### src/rtl/core/mmc_pkg.sv
// Package for the model matrix compose block: item types, CORDIC constants, atan table.
// No dependencies.
`default_nettype none
package mmc_pkg;
	localparam int ATAN_ENTRIES = 24;
	localparam logic signed [33:0] Q30_PI      = 34'sd3373259426;
	localparam logic signed [33:0] Q30_HALF_PI = 34'sd1686629713;
	localparam logic signed [33:0] Q30_GAIN    = 34'sd652032874;
	localparam logic signed [31:0] ONE_Q16     = 32'sd65536;
	localparam logic [1:0]          LAST_ROW    = 2'd3;

	typedef struct packed {
		logic signed [31:0] pos_x;
		logic signed [31:0] pos_y;
		logic signed [31:0] pos_z;
		logic signed [15:0] angle_x;
		logic signed [15:0] angle_y;
		logic signed [15:0] angle_z;
		logic signed [31:0] scale_x;
		logic signed [31:0] scale_y;
		logic signed [31:0] scale_z;
	} mmc_in_t;

	typedef struct packed {
		logic [1:0]         row_index;
		logic signed [31:0] elem0;
		logic signed [31:0] elem1;
		logic signed [31:0] elem2;
		logic signed [31:0] elem3;
		logic               last_row;
	} mmc_out_t;

	// Front to back: reduced angles and negate flags
	typedef struct packed {
		logic signed [33:0] zx;
		logic signed [33:0] zy;
		logic signed [33:0] zz;
		logic               nx;
		logic               ny;
		logic               nz;
		logic signed [31:0] pos_x;
		logic signed [31:0] pos_y;
		logic signed [31:0] pos_z;
		logic signed [31:0] scale_x;
		logic signed [31:0] scale_y;
		logic signed [31:0] scale_z;
	} mmc_job_t;

	function automatic logic signed [33:0] atan_q30(input logic [4:0] i);
		logic signed [33:0] r;
		begin
			case (i)
				5'd0: r = 34'sh3243F6A8;  5'd1: r = 34'sh1DAC6705;
				5'd2: r = 34'sh0FADBAFC;  5'd3: r = 34'sh07F56EA6;
				5'd4: r = 34'sh03FEAB76;  5'd5: r = 34'sh01FFD55B;
				5'd6: r = 34'sh00FFFAAA;  5'd7: r = 34'sh007FFF55;
				5'd8: r = 34'sh003FFFEA;  5'd9: r = 34'sh001FFFFD;
				5'd10: r = 34'sh000FFFFF; 5'd11: r = 34'sh0007FFFF;
				5'd12: r = 34'sh0003FFFF; 5'd13: r = 34'sh0001FFFF;
				5'd14: r = 34'sh0000FFFF; 5'd15: r = 34'sh00007FFF;
				5'd16: r = 34'sh00003FFF; 5'd17: r = 34'sh00001FFF;
				5'd18: r = 34'sh00000FFF; 5'd19: r = 34'sh000007FF;
				5'd20: r = 34'sh000003FF; 5'd21: r = 34'sh000001FF;
				5'd22: r = 34'sh000000FF; 5'd23: r = 34'sh0000007F;
				default: r = '0;
			endcase
			return r;
		end
	endfunction

	// Reduce a Q3.13 angle to Q4.30 within +-pi/2
	function automatic logic [34:0] reduce(input logic signed [15:0] a);
		logic signed [33:0] z;
		logic               n;
		begin
			z = 34'(signed'(a)) <<< 17;
			n = 1'b0;
			if (z > Q30_HALF_PI) begin
				z = z - Q30_PI;
				n = 1'b1;
			end else if (z < -Q30_HALF_PI) begin
				z = z + Q30_PI;
				n = 1'b1;
			end
			return {n, z};
		end
	endfunction

	// Q4.30 product rounded half up
	function automatic logic signed [33:0] mul30(input logic signed [33:0] a,
			input logic signed [33:0] b);
		logic signed [67:0] p;
		begin
			p = 68'(a) * 68'(b) + (68'sd1 <<< 29);
			return 34'(p >>> 30);
		end
	endfunction

	function automatic logic signed [31:0] sat32(input logic signed [65:0] v);
		begin
			if (v > 66'sd2147483647) return 32'h7FFFFFFF;
			else if (v < -66'sd2147483648) return 32'h80000000;
			else return v[31:0];
		end
	endfunction

	// R (Q4.30) times scale (Q16.16), rounded to Q16.16, saturated
	function automatic logic signed [31:0] scaled(input logic signed [33:0] r,
			input logic signed [31:0] sc);
		logic signed [65:0] p;
		begin
			p = 66'(r) * 66'(sc) + (66'sd1 <<< 29);
			return sat32(p >>> 30);
		end
	endfunction
endpackage
`default_nettype wire

### src/rtl/core/mmc_front.sv
// Front part: accepts an item, reduces the three angles, registers the job for the CORDIC.
// Depends on mmc_pkg.
`default_nettype none
module mmc_front import mmc_pkg::*; (
	input  wire logic     clk,
	input  wire logic     arst_n,
	input  wire logic     accept,
	input  wire mmc_in_t  item,
	output logic          job_valid,
	output mmc_job_t      job
);
	logic [34:0] rx, ry, rz;
	mmc_job_t job_q;
	logic     valid_q;

	assign rx = reduce(item.angle_x);
	assign ry = reduce(item.angle_y);
	assign rz = reduce(item.angle_z);

	// Register classified job
	always_ff @(posedge clk or negedge arst_n) begin
		if (!arst_n) valid_q <= 1'b0;
		else valid_q <= accept;
	end
	always_ff @(posedge clk) begin
		if (accept) begin
			job_q.zx <= rx[33:0]; job_q.nx <= rx[34];
			job_q.zy <= ry[33:0]; job_q.ny <= ry[34];
			job_q.zz <= rz[33:0]; job_q.nz <= rz[34];
			job_q.pos_x <= item.pos_x; job_q.pos_y <= item.pos_y;
			job_q.pos_z <= item.pos_z;
			job_q.scale_x <= item.scale_x; job_q.scale_y <= item.scale_y;
			job_q.scale_z <= item.scale_z;
		end
	end
	assign job_valid = valid_q;
	assign job = job_q;
endmodule
`default_nettype wire

### config.mk
export PLATFORM = sky130hd
export DESIGN_NAME = mmc_front
export DESIGN_NICKNAME = d
export VERILOG_FILES = /design/src/rtl/core/mmc_pkg.sv /design/src/rtl/core/mmc_front.sv
export SDC_FILE = /design/constraint.sdc
export NUM_CORES = 1
export LEC_CHECK = 0
export BUFFER_PORTS_ARGS = -buffer_cell sky130_fd_sc_hd__buf_2
export CAP_MARGIN = 15
export CORE_AREA = 8 8 206 208
export CTS_BUF_LIST = sky130_fd_sc_hd__clkbuf_8
export DETAILED_ROUTE_END_ITERATION = 12
export DIE_AREA = 0 0 214 216
export SLEW_MARGIN = 5
export SYNTH_ARGS = -nofsm -noshare
export SYNTH_HDL_FRONTEND = slang
export SYNTH_SLANG_ARGS = --single-unit
export TNS_END_PERCENT = 10
### constraint.sdc
create_clock -name clk -period 0.9 [get_ports clk]
set_input_delay 0 -clock clk [delete_from_list [all_inputs] [get_ports clk]]
set_output_delay 0 -clock clk [all_outputs]
set_load 0.02 [all_outputs]
# Yosys cells after proc, flatten, opt, wreduce, memory -nomap -nowiden
# Cells that the tools add are included.
# word_totals
ff_bits,298
latch_bits,0
ramBits,0
mem_bits_ro,0
inputBits,243
output_inout_bits,298
n_memories,0
# classes
addsub,6
n_mul,0
div,0
n_lt_le_gt_ge,6
n_eq_ne,0
n_shift,0
n_mux,9
bitwise,0
reduce_logical,0
# op_table
operator,n
2-to-1 mux 34 bit,6
adder 33 x 33 -> 34 bit (second input constant),3
subtractor 33 x 33 -> 34 bit (second input constant),3
greater-than comparator 33 x 32 -> 1 bit (second input constant),3
< comparator 33 x 32 -> 1 bit (second input constant),3
2-to-1 mux 1 bit,3

# Logic depth before layout (Yosys ltp)
# Gate-level depths: netlist of run 1.
# logic_depth
ltp_word,3
depth_mapped,9
depth_no_buf,8

# Least setup slack after synthesis of run 1
# Ideal clock, no wire load.
# synth_path
kind,input port to flip-flop
start,in item[131] in the netlist's numbering
end,"reg job_q, in the netlist job[293] (data pin)"
setup_time_ns,0.258
arrival_time_ns,1.566
path_slack_ns,-0.924
path_stages,8
path_cell_list,clkbuf_2 -> inv_1 -> ha_1 -> or3b_1 -> a211o_1 -> a211o_1 -> a2bb2oi_2 -> xnor2_1
# synth_via
elab_chain_cells,3
elab_cells_between_ends,6
cone_classes,add/sub (2); order compare (2); mux (2)
# synth_rtl
item,line,rtl
"start, declared",mmc_front.sv:8,"input wire mmc_in_t item,"
adder 33 x 33 -> 34 bit or < comparator 33 x 32 -> 1 bit (tied branches),"mmc_pkg.sv:82, mmc_pkg.sv:81",
2-to-1 mux 34 bit,mmc_pkg.sv:81,end else if (z < -Q30_HALF_PI) begin
2-to-1 mux 34 bit *,mmc_pkg.sv:78,if (z > Q30_HALF_PI) begin
net rx[30],mmc_front.sv:12,"logic [34:0] rx, ry, rz;"
"end, declared",mmc_front.sv:13,mmc_job_t job_q;
# The timed path passes the listed nets; every way through them passes the cells marked *.
# A chain may end at the register's enable or synchronous reset.

# Worst setup path after layout of run 1
# layout_path
start,"reg job_q, in the netlist job[279]"
end,out job[279] in the netlist's numbering
# layout_rtl
item,line,rtl
"end, declared",mmc_front.sv:10,output mmc_job_t job
# No word-level cell between the ends.

==> reports/results.tsv, run 1 <==
metric	value	unit
status	finished, violations left	
failing checks	hold timing, setup timing	
sequential cell area	7590	um^2
Num CTS Buffers	46	
clk slew on worst S/H paths	0.07	ns
wire length per cell	19.6	um
Worst IR Drop VDD	1830	uV
Die Y-Extent	216	um
Net Sw Frac	0.277	
post-synthesis xor/xnor area fraction	0.0334	
post-layout net count	1798	
RSZ-0062 raised after global routing	true	
Synth cell types	69	
final RePlAce weighted congestion	0.832	
post-DP HPWL	28900	um
Post-Synth Adder-Cell Area	0.0147	
Avg Synthesized Cell Area	16.2	um^2
Fmax	763	MHz
final slew viol count	0	
drt pass-1 iters	7	
vias in the first global route	9797	
register area share after synthesis	0.743	
Async S/R FF share, synth	0.00395	
cell row count	73	
number of port buffers	537	
FF+latch count, synth	253	
GR Overflow Total	0	
drt drc	0	
Main synth FF type	edfxtp_1	
Hold Path Depth	3	
routed vias/inst	4.31	
Area Overhead vs Synth	82.6	%
hold path startpoint	item[132]	
Worst Setup Slack, final	-0.410	ns
max cap viols	0	
P per Cell Area	1820	nW/um^2
DRT Wirelength	41300	um
clk sinks	253	
number of flops mapped to enable cells by yosys	252	
combinational power share	0.206	
crit share post-route	1.46	
clock tree from TritonCTS	done	
largest net degree at the start of global routing	41	
Die ar.	46200	um^2
commonest non-fill, non-tap cells in the layout	455 x buf_2, 252 x edfxtp_1, 244 x dlygate4sd3_1	
CP max FO	8	
DR iter-0 viols	638	
antenna viol nets, final	0	
Die Wd	214	um
Mapped Cells	631	
CP Capture Type	output port	
Setup violations, final	344	
Critical Path AT	1.31	ns
area occupied by multi-input gates	2210	um^2
pre-CTS WS	-0.930	ns
clock buffer depth	3	
Total Routing Usage GR	0.168	
# fillers	3333	
Cell Int Power	0.0246	W
min Tclk post-route	1.31	ns
Starting Density	0.261	
Compound-Gate Fraction of Synth Area	0.0903	
Final Hold Slack	-0.139	ns
clock share of power	0.365	
share of layout cells above drive strength 1	0.519	
synth warn	0	
via count	9072	
commonest non-fill, non-tap cell in the layout	buf_2	
Simple-Gate Fraction of Synth Area	0.0563	
Hold Path Class	in2reg	
Sum Neg Setup Slack	-81.85	ns
# IOs	541	
final hold vios	3	
kind of critical path	reg2out	
net switching power	0.00941	W
largest family of logic cells by synthesized area	compound AO/OA/AOI/OAI gates	
hold worst-path end	job[284]	
core area	39200	um^2
H-tree levels	2	
initial antenna violation count	6	
Worst setup SP type	flip-flop	
Reg power frac	0.429	
WP data required	0.90	ns
post-synthesis mux area share	0	
first-pass GRT wire length	60700	um
Pleak	8.07	nW
Post-Syn Area	10200	um^2
CTS Root Cell	clkbuf_8	
## worst max-delay path by stage
stage              start  endpoint  slack [ns]
2_1_floorplan  item[131]  job[293]       -0.78
3_3_place_gp   item[132]  job[293]       -0.88
3_5_place_dp   item[128]  job[296]       -0.93
4_1_cts         job[230]  job[193]       -0.51
5_1_grt         job[230]  job[230]       -0.50
6_report        job[279]  job[279]       -0.41
## synthesized netlist by cell type, drive strengths merged (6+ instances only)
cell / count / area [um^2]
nand3: 8 / 40.0
inv: 28 / 108
buf: 67 / 477
edfxtp: 252 / 7570
nand2: 28 / 105
o211ai: 10 / 88.8
a31oi: 7 / 43.8
o22ai: 10 / 62.6
xnor2: 24 / 210
nor3: 10 / 50.1
clkbuf: 13 / 52.6
ha: 12 / 150
and3: 9 / 56.3
o21ai: 12 / 60.1
o31ai: 6 / 45.0
or3: 9 / 66.3
xor2: 15 / 131
a21oi: 9 / 56.3
nor2: 16 / 60.1
## flip-flops by register name, indices dropped and copies added, names as in the netlist
signal / count
job: 252
job_valid: 1
## cell families after synthesis
kind of cell    count (synthesis)
buf+inv                       108
flops                         253
fa+ha+maj                      12
compound gates                113
other cells                     1
simple gates                  105
xor+xnor                       39
## cell type report
cell class / count / share of cell area
multi-input combinational: 272 / 0.118
clock inverter: 39 / 0.0216
timing repair buffer: 942 / 0.378
antenna: 1 / 0.000134
sequential: 253 / 0.407
inverter: 28 / 0.00630
tap: 525 / 0.0352
clock buffer: 46 / 0.0339
## per-layer routing
metal  vias to the layer above  track usage  wire length (um)  part of all wire
met4                         6       0.0614              1010             0.024
li1                       4203            -                 -                 -
met1                      4380        0.184             15400              0.37
met5                         -            0                41           0.00099
met3                        86       0.0520              3040             0.074
met2                       397        0.302             21800              0.53
## worst max-delay path, cell delays in order, from the launching register on
cell	delay, ns
edfxtp_1	0.42
buf_12	0.18
buf_6	0.13
## repair_timing
action	4_1_cts	5_1_grt
gates resized for setup	103	110
pin swaps	10	6
endpoints found under the hold margin	428	6
endpoints found under the setup margin	345	346
hold buffers	241	3
buffers inserted	0	4
## power by group through the flow
stage | logic (W) | registers [W] | clock network (W)
after detailed placement | 0.00551 | 0.0147 | 0
after floorplan | 0.00146 | 0.0161 | 0
after CTS | 0.00663 | 0.0146 | 0.0128
final | 0.00702 | 0.0146 | 0.0124
after global placement | 0.00546 | 0.0147 | 0
after global routing | 0.00740 | 0.0147 | 0.0133
## stage by stage
step,instance area [um^2],utilization,power [W],hold WS [ns],cells
after global routing,18700,0.477,0.0354,-0.153,2106
after detailed placement,14400,0.368,0.0203,-0.223,1772
after floorplan,10300,-,0.0175,-0.296,633
after global placement,14400,0.368,0.0202,-0.223,1772
after CTS,18200,0.464,0.0340,-0.291,2098
final,18700,0.477,0.0340,-0.139,2106
Power figures use the tool's default switching activity.
==> inputs of run 2 (changes only) <==
--- a/config.mk
+++ b/config.mk
@@ -11,6 +11,7 @@
 export CTS_BUF_LIST = sky130_fd_sc_hd__clkbuf_8
 export DETAILED_ROUTE_END_ITERATION = 12
 export DIE_AREA = 0 0 214 216
+export REMOVE_ABC_BUFFERS = 1
 export SLEW_MARGIN = 5
 export SYNTH_ARGS = -nofsm -noshare
 export SYNTH_HDL_FRONTEND = slang
==> reports/results.tsv, run 2 (synthesis gave the netlist of run 1 again) <==
metric	value	unit	change
CP endpoint	job[237]		was job[279]
Die Wd	214	um	unchanged
antenna viol nets, final	0		unchanged
final RePlAce weighted congestion	0.843		was 0.832
largest net degree at the start of global routing	37		was 41
max cap viols	0		unchanged
wire length per cell	19.5	um	was 19.6 um
Num CTS Buffers	46		unchanged
share of layout cells above drive strength 1	0.511		was 0.519
via count	8948		was 9072
CP bufs+invs	1		was 2
Critical Path AT	1.28	ns	was 1.31 ns
Final Cell Area	18300	um^2	was 18700 um^2
cell row count	73		unchanged
commonest non-fill, non-tap cells in the layout	446 x buf_2, 252 x edfxtp_1, 248 x dlygate4sd3_1		was 455 x buf_2, 252 x edfxtp_1, 244 x dlygate4sd3_1
post-DP HPWL	29300	um	was 28900 um
final hold vios	1		was 3
Pleak	7.91	nW	was 8.07 nW
CP max FO	7		was 8
CTS Root Cell	clkbuf_8		unchanged
CP Capture Type	output port		unchanged
WP data required	0.90	ns	about the same
drt drc	0		unchanged
RSZ-0062 raised after global routing	true		unchanged
Worst IR Drop VDD	1910	uV	was 1830 uV
Final Hold Slack	-0.230	ns	was -0.139 ns
vias in the first global route	9873		was 9797
clock buffer depth	3		unchanged
P per Cell Area	1740	nW/um^2	was 1820 nW/um^2
max reg flops	252		unchanged
post-layout net count	1788		was 1798
Die ar.	46200	um^2	unchanged
clock tree from TritonCTS	done		unchanged
min Tclk post-route	1.28	ns	was 1.31 ns
dpl cell area	14200	um^2	was 14400 um^2
Critical path origin	job[242]		was job[279]
kind of critical path	reg2out		unchanged
Worst Setup Slack, final	-0.380	ns	was -0.410 ns
Area Overhead vs Synth	79.1	%	was 82.6%
routed vias/inst	4.28		was 4.31
Starting Density	0.261		unchanged
first-pass GRT wire length	60100	um	was 60700 um
H-tree levels	2		unchanged
initial antenna violation count	5		was 6
max incr delay on CP	0.50	ns	was 0.42 ns
Hold Path Class	in2reg		unchanged
crit share post-route	1.42		was 1.46
cell count along the critical path	1		was 2
CP max-delay cell	edfxtp_1		unchanged
# IOs	541		unchanged
clk sinks	253		unchanged
Fmax	781	MHz	was 763 MHz
DR iter-0 viols	513		was 638
GR Overflow Total	0		unchanged
final slew viol count	0		unchanged
core area	39200	um^2	unchanged
crit-path cells	buf_2		was buf_12 -> buf_6
Die Y-Extent	216	um	unchanged
Sum Neg Setup Slack	-76.93	ns	was -81.85 ns
Crit path max-delay family	flip-flops		unchanged
Worst setup SP type	flip-flop		unchanged
number of port buffers	537		unchanged
final core occ	0.467		was 0.477
drt pass-1 iters	5		was 7
DRT Wirelength	40700	um	was 41300 um
commonest non-fill, non-tap cell in the layout	buf_2		unchanged
clk slew on worst S/H paths	0.05	ns	was 0.07 ns
failing checks	hold timing, setup timing		unchanged
status	finished, violations left		unchanged
Total Routing Usage GR	0.166		was 0.168
Setup violations, final	345		was 344
## run 2: worst min-delay path: stages
cell	delay [ns]
buf_2	0.11
nand2_1	0.04
o21ai_0	0.07
## run 2: metrics by stage
stage | hold slack [ns] | total power (W) | std cells | setup slack, ns
5_1_grt | -0.287 | 0.0331 | 2092 | -0.471
2_1_floorplan | -0.296 | 0.0170 | 553 | -1.10
6_report | -0.230 | 0.0318 | 2093 | -0.380
3_3_place_gp | -0.223 | 0.0201 | 1758 | -0.906
4_1_cts | -0.304 | 0.0319 | 2087 | -0.422
3_5_place_dp | -0.220 | 0.0201 | 1758 | -0.958
## run 2: what timing repair did
| action | in CTS | in global routing |
|---|---|---|
| hold endpoints to repair | 494 | 2 |
| gates resized for setup | 163 | 66 |
| hold buffers | 245 | 3 |
| setup endpoints to repair | 342 | 346 |
| pin swaps | 16 | 5 |
| buffers inserted | 4 | 0 |
## run 2: how the worst min path moves through the flow
stage | slack [ns] | endpoint | startpoint | cells past startpoint
after floorplan | -0.30 | job_valid | arst_n | 0
after global placement | -0.22 | job_valid | arst_n | 1
after detailed placement | -0.22 | job_valid | arst_n | 1
after CTS | -0.30 | job[281] | item[129] | 3
after global routing | -0.29 | job[281] | item[129] | 3
final | -0.23 | job[281] | item[129] | 3
## run 2: power breakdown
| group | internal, W | total [W] | leakage [nW] | switching (W) |
|---|---|---|---|---|
| registers | 0.0142 | 0.0145 | 2.48 | 0.000374 |
| logic | 0.00318 | 0.00692 | 4.95 | 0.00374 |
| clock network | 0.00539 | 0.0103 | 0.480 | 0.00491 |
## run 2: area by class of cell
cell class	instances	area, um^2
Antenna cell	3	7.51
Clock buffer	46	633
Clock inverter	34	214
Fill cell	3434	20900
Inverter	28	113
Multi-Input combinational cell	272	2170
Sequential cell	253	7590
Tap cell	525	657
Timing Repair Buffer	932	6920
## run 2: routing by layer
metal,track usage,vias up,wire length (um)
met5,0,-,35
met4,0.0573,6,1050
met3,0.0559,64,3070
met2,0.288,376,20400
met1,0.189,4327,16200
li1,-,4175,-
==> inputs of run 3 (changes only) <==
--- a/config.mk
+++ b/config.mk
@@ -7,7 +7,7 @@
 export LEC_CHECK = 0
 export BUFFER_PORTS_ARGS = -buffer_cell sky130_fd_sc_hd__buf_2
 export CAP_MARGIN = 15
-export CORE_AREA = 8 8 206 208
+export CORE_AREA = 2 2 212 214
 export CTS_BUF_LIST = sky130_fd_sc_hd__clkbuf_8
 export DETAILED_ROUTE_END_ITERATION = 12
 export DIE_AREA = 0 0 214 216
==> reports/results.tsv, run 3 (synthesis gave the netlist of run 1 again) <==
metric	value	unit	change
via count	8930		was 8948
Setup violations, final	346		was 345
Worst setup SP type	flip-flop		unchanged
min Tclk post-route	1.32	ns	was 1.28 ns
commonest non-fill, non-tap cell in the layout	buf_2		unchanged
Pleak	7.91	nW	about the same
initial antenna violation count	2		was 5
clk slew on worst S/H paths	0.06	ns	was 0.05 ns
Metal-1 WL	14900	um	was 16200 um
Die ar.	46200	um^2	unchanged
Net Sw Frac	0.282		was 0.284
routed vias/inst	4.11		was 4.28
clock buffer depth	3		unchanged
Max Used Layer	met5		unchanged
dpl cell area	14400	um^2	was 14200 um^2
share of layout cells above drive strength 1	0.510		was 0.511
Worst Setup Slack, final	-0.421	ns	was -0.380 ns
first-pass GRT wire length	53900	um	was 60100 um
CP Capture Type	output port		unchanged
clock share of power	0.331		was 0.324
Overall Power	0.0316	W	was 0.0318 W
Cell Int Power	0.0227	W	about the same
GR Overflow Total	0		unchanged
cell row count	77		was 73
DRT Wirelength	36300	um	was 40700 um
kind of critical path	reg2out		unchanged
status	finished, violations left		unchanged
Die Wd	214	um	unchanged
Num CTS Buffers	44		was 46
RSZ-0062 raised after global routing	true		unchanged
Die Y-Extent	216	um	unchanged
P per Cell Area	1730	nW/um^2	was 1740 nW/um^2
Starting Density	0.233		was 0.261
final slew viol count	0		unchanged
wire length per cell	16.7	um	was 19.5 um
Total Routing Usage GR	0.150		was 0.166
Area Overhead vs Synth	78.7	%	was 79.1%
number of port buffers	537		unchanged
Final Cell Area	18300	um^2	about the same
drt drc	0		unchanged
met2 WL	18500	um	was 20400 um
met3 routed WL	2170	um	was 3070 um
WP data required	0.90	ns	about the same
CP endpoint	job[269]		was job[237]
Hold Path Class	in2reg		unchanged
vias in the first global route	9468		was 9873
CTS Root Cell	clkbuf_8		unchanged
Critical path origin	job[276]		was job[242]
failing checks	setup timing		was hold timing, setup timing
final hold vios	0		was 1
core area	43800	um^2	was 39200 um^2
clock tree from TritonCTS	done		unchanged
final RePlAce weighted congestion	0.865		was 0.843
CP max FO	6		was 7
DR iter-0 viols	457		was 513
Final Non-Filler Cells	2173		was 2093
max reg flops	252		unchanged
drt pass-1 iters	6		was 5
pre-CTS WS	-1.07	ns	was -0.958 ns
post-DP HPWL	25300	um	was 29300 um
Fmax	757	MHz	was 781 MHz
# IOs	541		unchanged
H-tree levels	2		unchanged
Reg power frac	0.460		was 0.458
largest net degree at the start of global routing	33		was 37
Worst IR Drop VDD	1070	uV	was 1910 uV
clk sinks	253		unchanged
Cells after DPL	1837		was 1758
post-layout net count	1803		was 1788
Critical Path AT	1.32	ns	was 1.28 ns
max cap viols	0		unchanged
antenna viol nets, final	0		unchanged
crit share post-route	1.47		was 1.42
net switching power	0.00890	W	was 0.00902 W
commonest non-fill, non-tap cells in the layout	490 x buf_2, 254 x dlygate4sd3_1, 252 x edfxtp_1		was 446 x buf_2, 252 x edfxtp_1, 248 x dlygate4sd3_1
combinational power share	0.209		was 0.218
## run 3: cell types whose count changed in the layout (fill, tap and decap cells not counted), sizes merged
cell,change
clkinv,-3
dlymetal6s4s,+1
clkbuf,-2
clkinvlp,+1
diode,-2
inv,+1
dlygate4sd3,+6
buf,+10
bufinv,+1
## run 3: worst min path at each step
stage / startpoint / to / slack, ns / cells past startpoint
detailed placement: arst_n / job_valid / -0.22 / 1
CTS: item[117] / job[252] / -0.08 / 4
floorplan: arst_n / job_valid / -0.30 / 0
finish: item[117] / job[252] / 0.002 / 4
global route: item[117] / job[252] / -0.04 / 4
global placement: arst_n / job_valid / -0.22 / 1
## run 3: per-layer routing
metal | global-route usage | vias up
met4 | 0.0522 | 2
met1 | 0.179 | 4338
li1 | - | 4215
met2 | 0.263 | 326
met5 | 0 | -
met3 | 0.0366 | 49
## run 3: stage by stage
stage / util / hold WS (ns) / setup TNS [ns]
floorplan: - / -0.296 / -52.18
global placement: 0.329 / -0.224 / -48.21
detailed placement: 0.329 / -0.224 / -47.90
CTS: 0.412 / -0.0787 / -103.13
global route: 0.417 / -0.0370 / -106.60
finish: 0.417 / 0.00175 / -82.59
## run 3: worst max-delay path, stage by stage (launching register included)
cell and delay, ns:
edfxtp_1 0.44, buf_12 0.17, buf_6 0.13
## run 3: area by class of cell
cell class,count,area (um^2)
clock inverter,34,250
fill,3980,25600
multi-input combinational,272,2160
sequential,253,7590
antenna,1,2.50
timing repair buffer,949,6810
clock buffer,44,606
tap,592,741
inverter,28,108
## run 3: timing repair
action	CTS	global route
resized for setup	77	52
hold buffers	255	1
endpoints found under the hold margin	421	2
buffers inserted	0	1
setup endpoints to repair	345	349
pin swaps	20	2
## run 3: power by group through the flow
stage,Sequential (W),Clock (W),Combinational [W]
after floorplan,0.0163,0,0.000768
after global placement,0.0147,0,0.00532
after detailed placement,0.0147,0,0.00534
after CTS,0.0145,0.0108,0.00643
after global routing,0.0146,0.0113,0.00697
final,0.0145,0.0104,0.00661
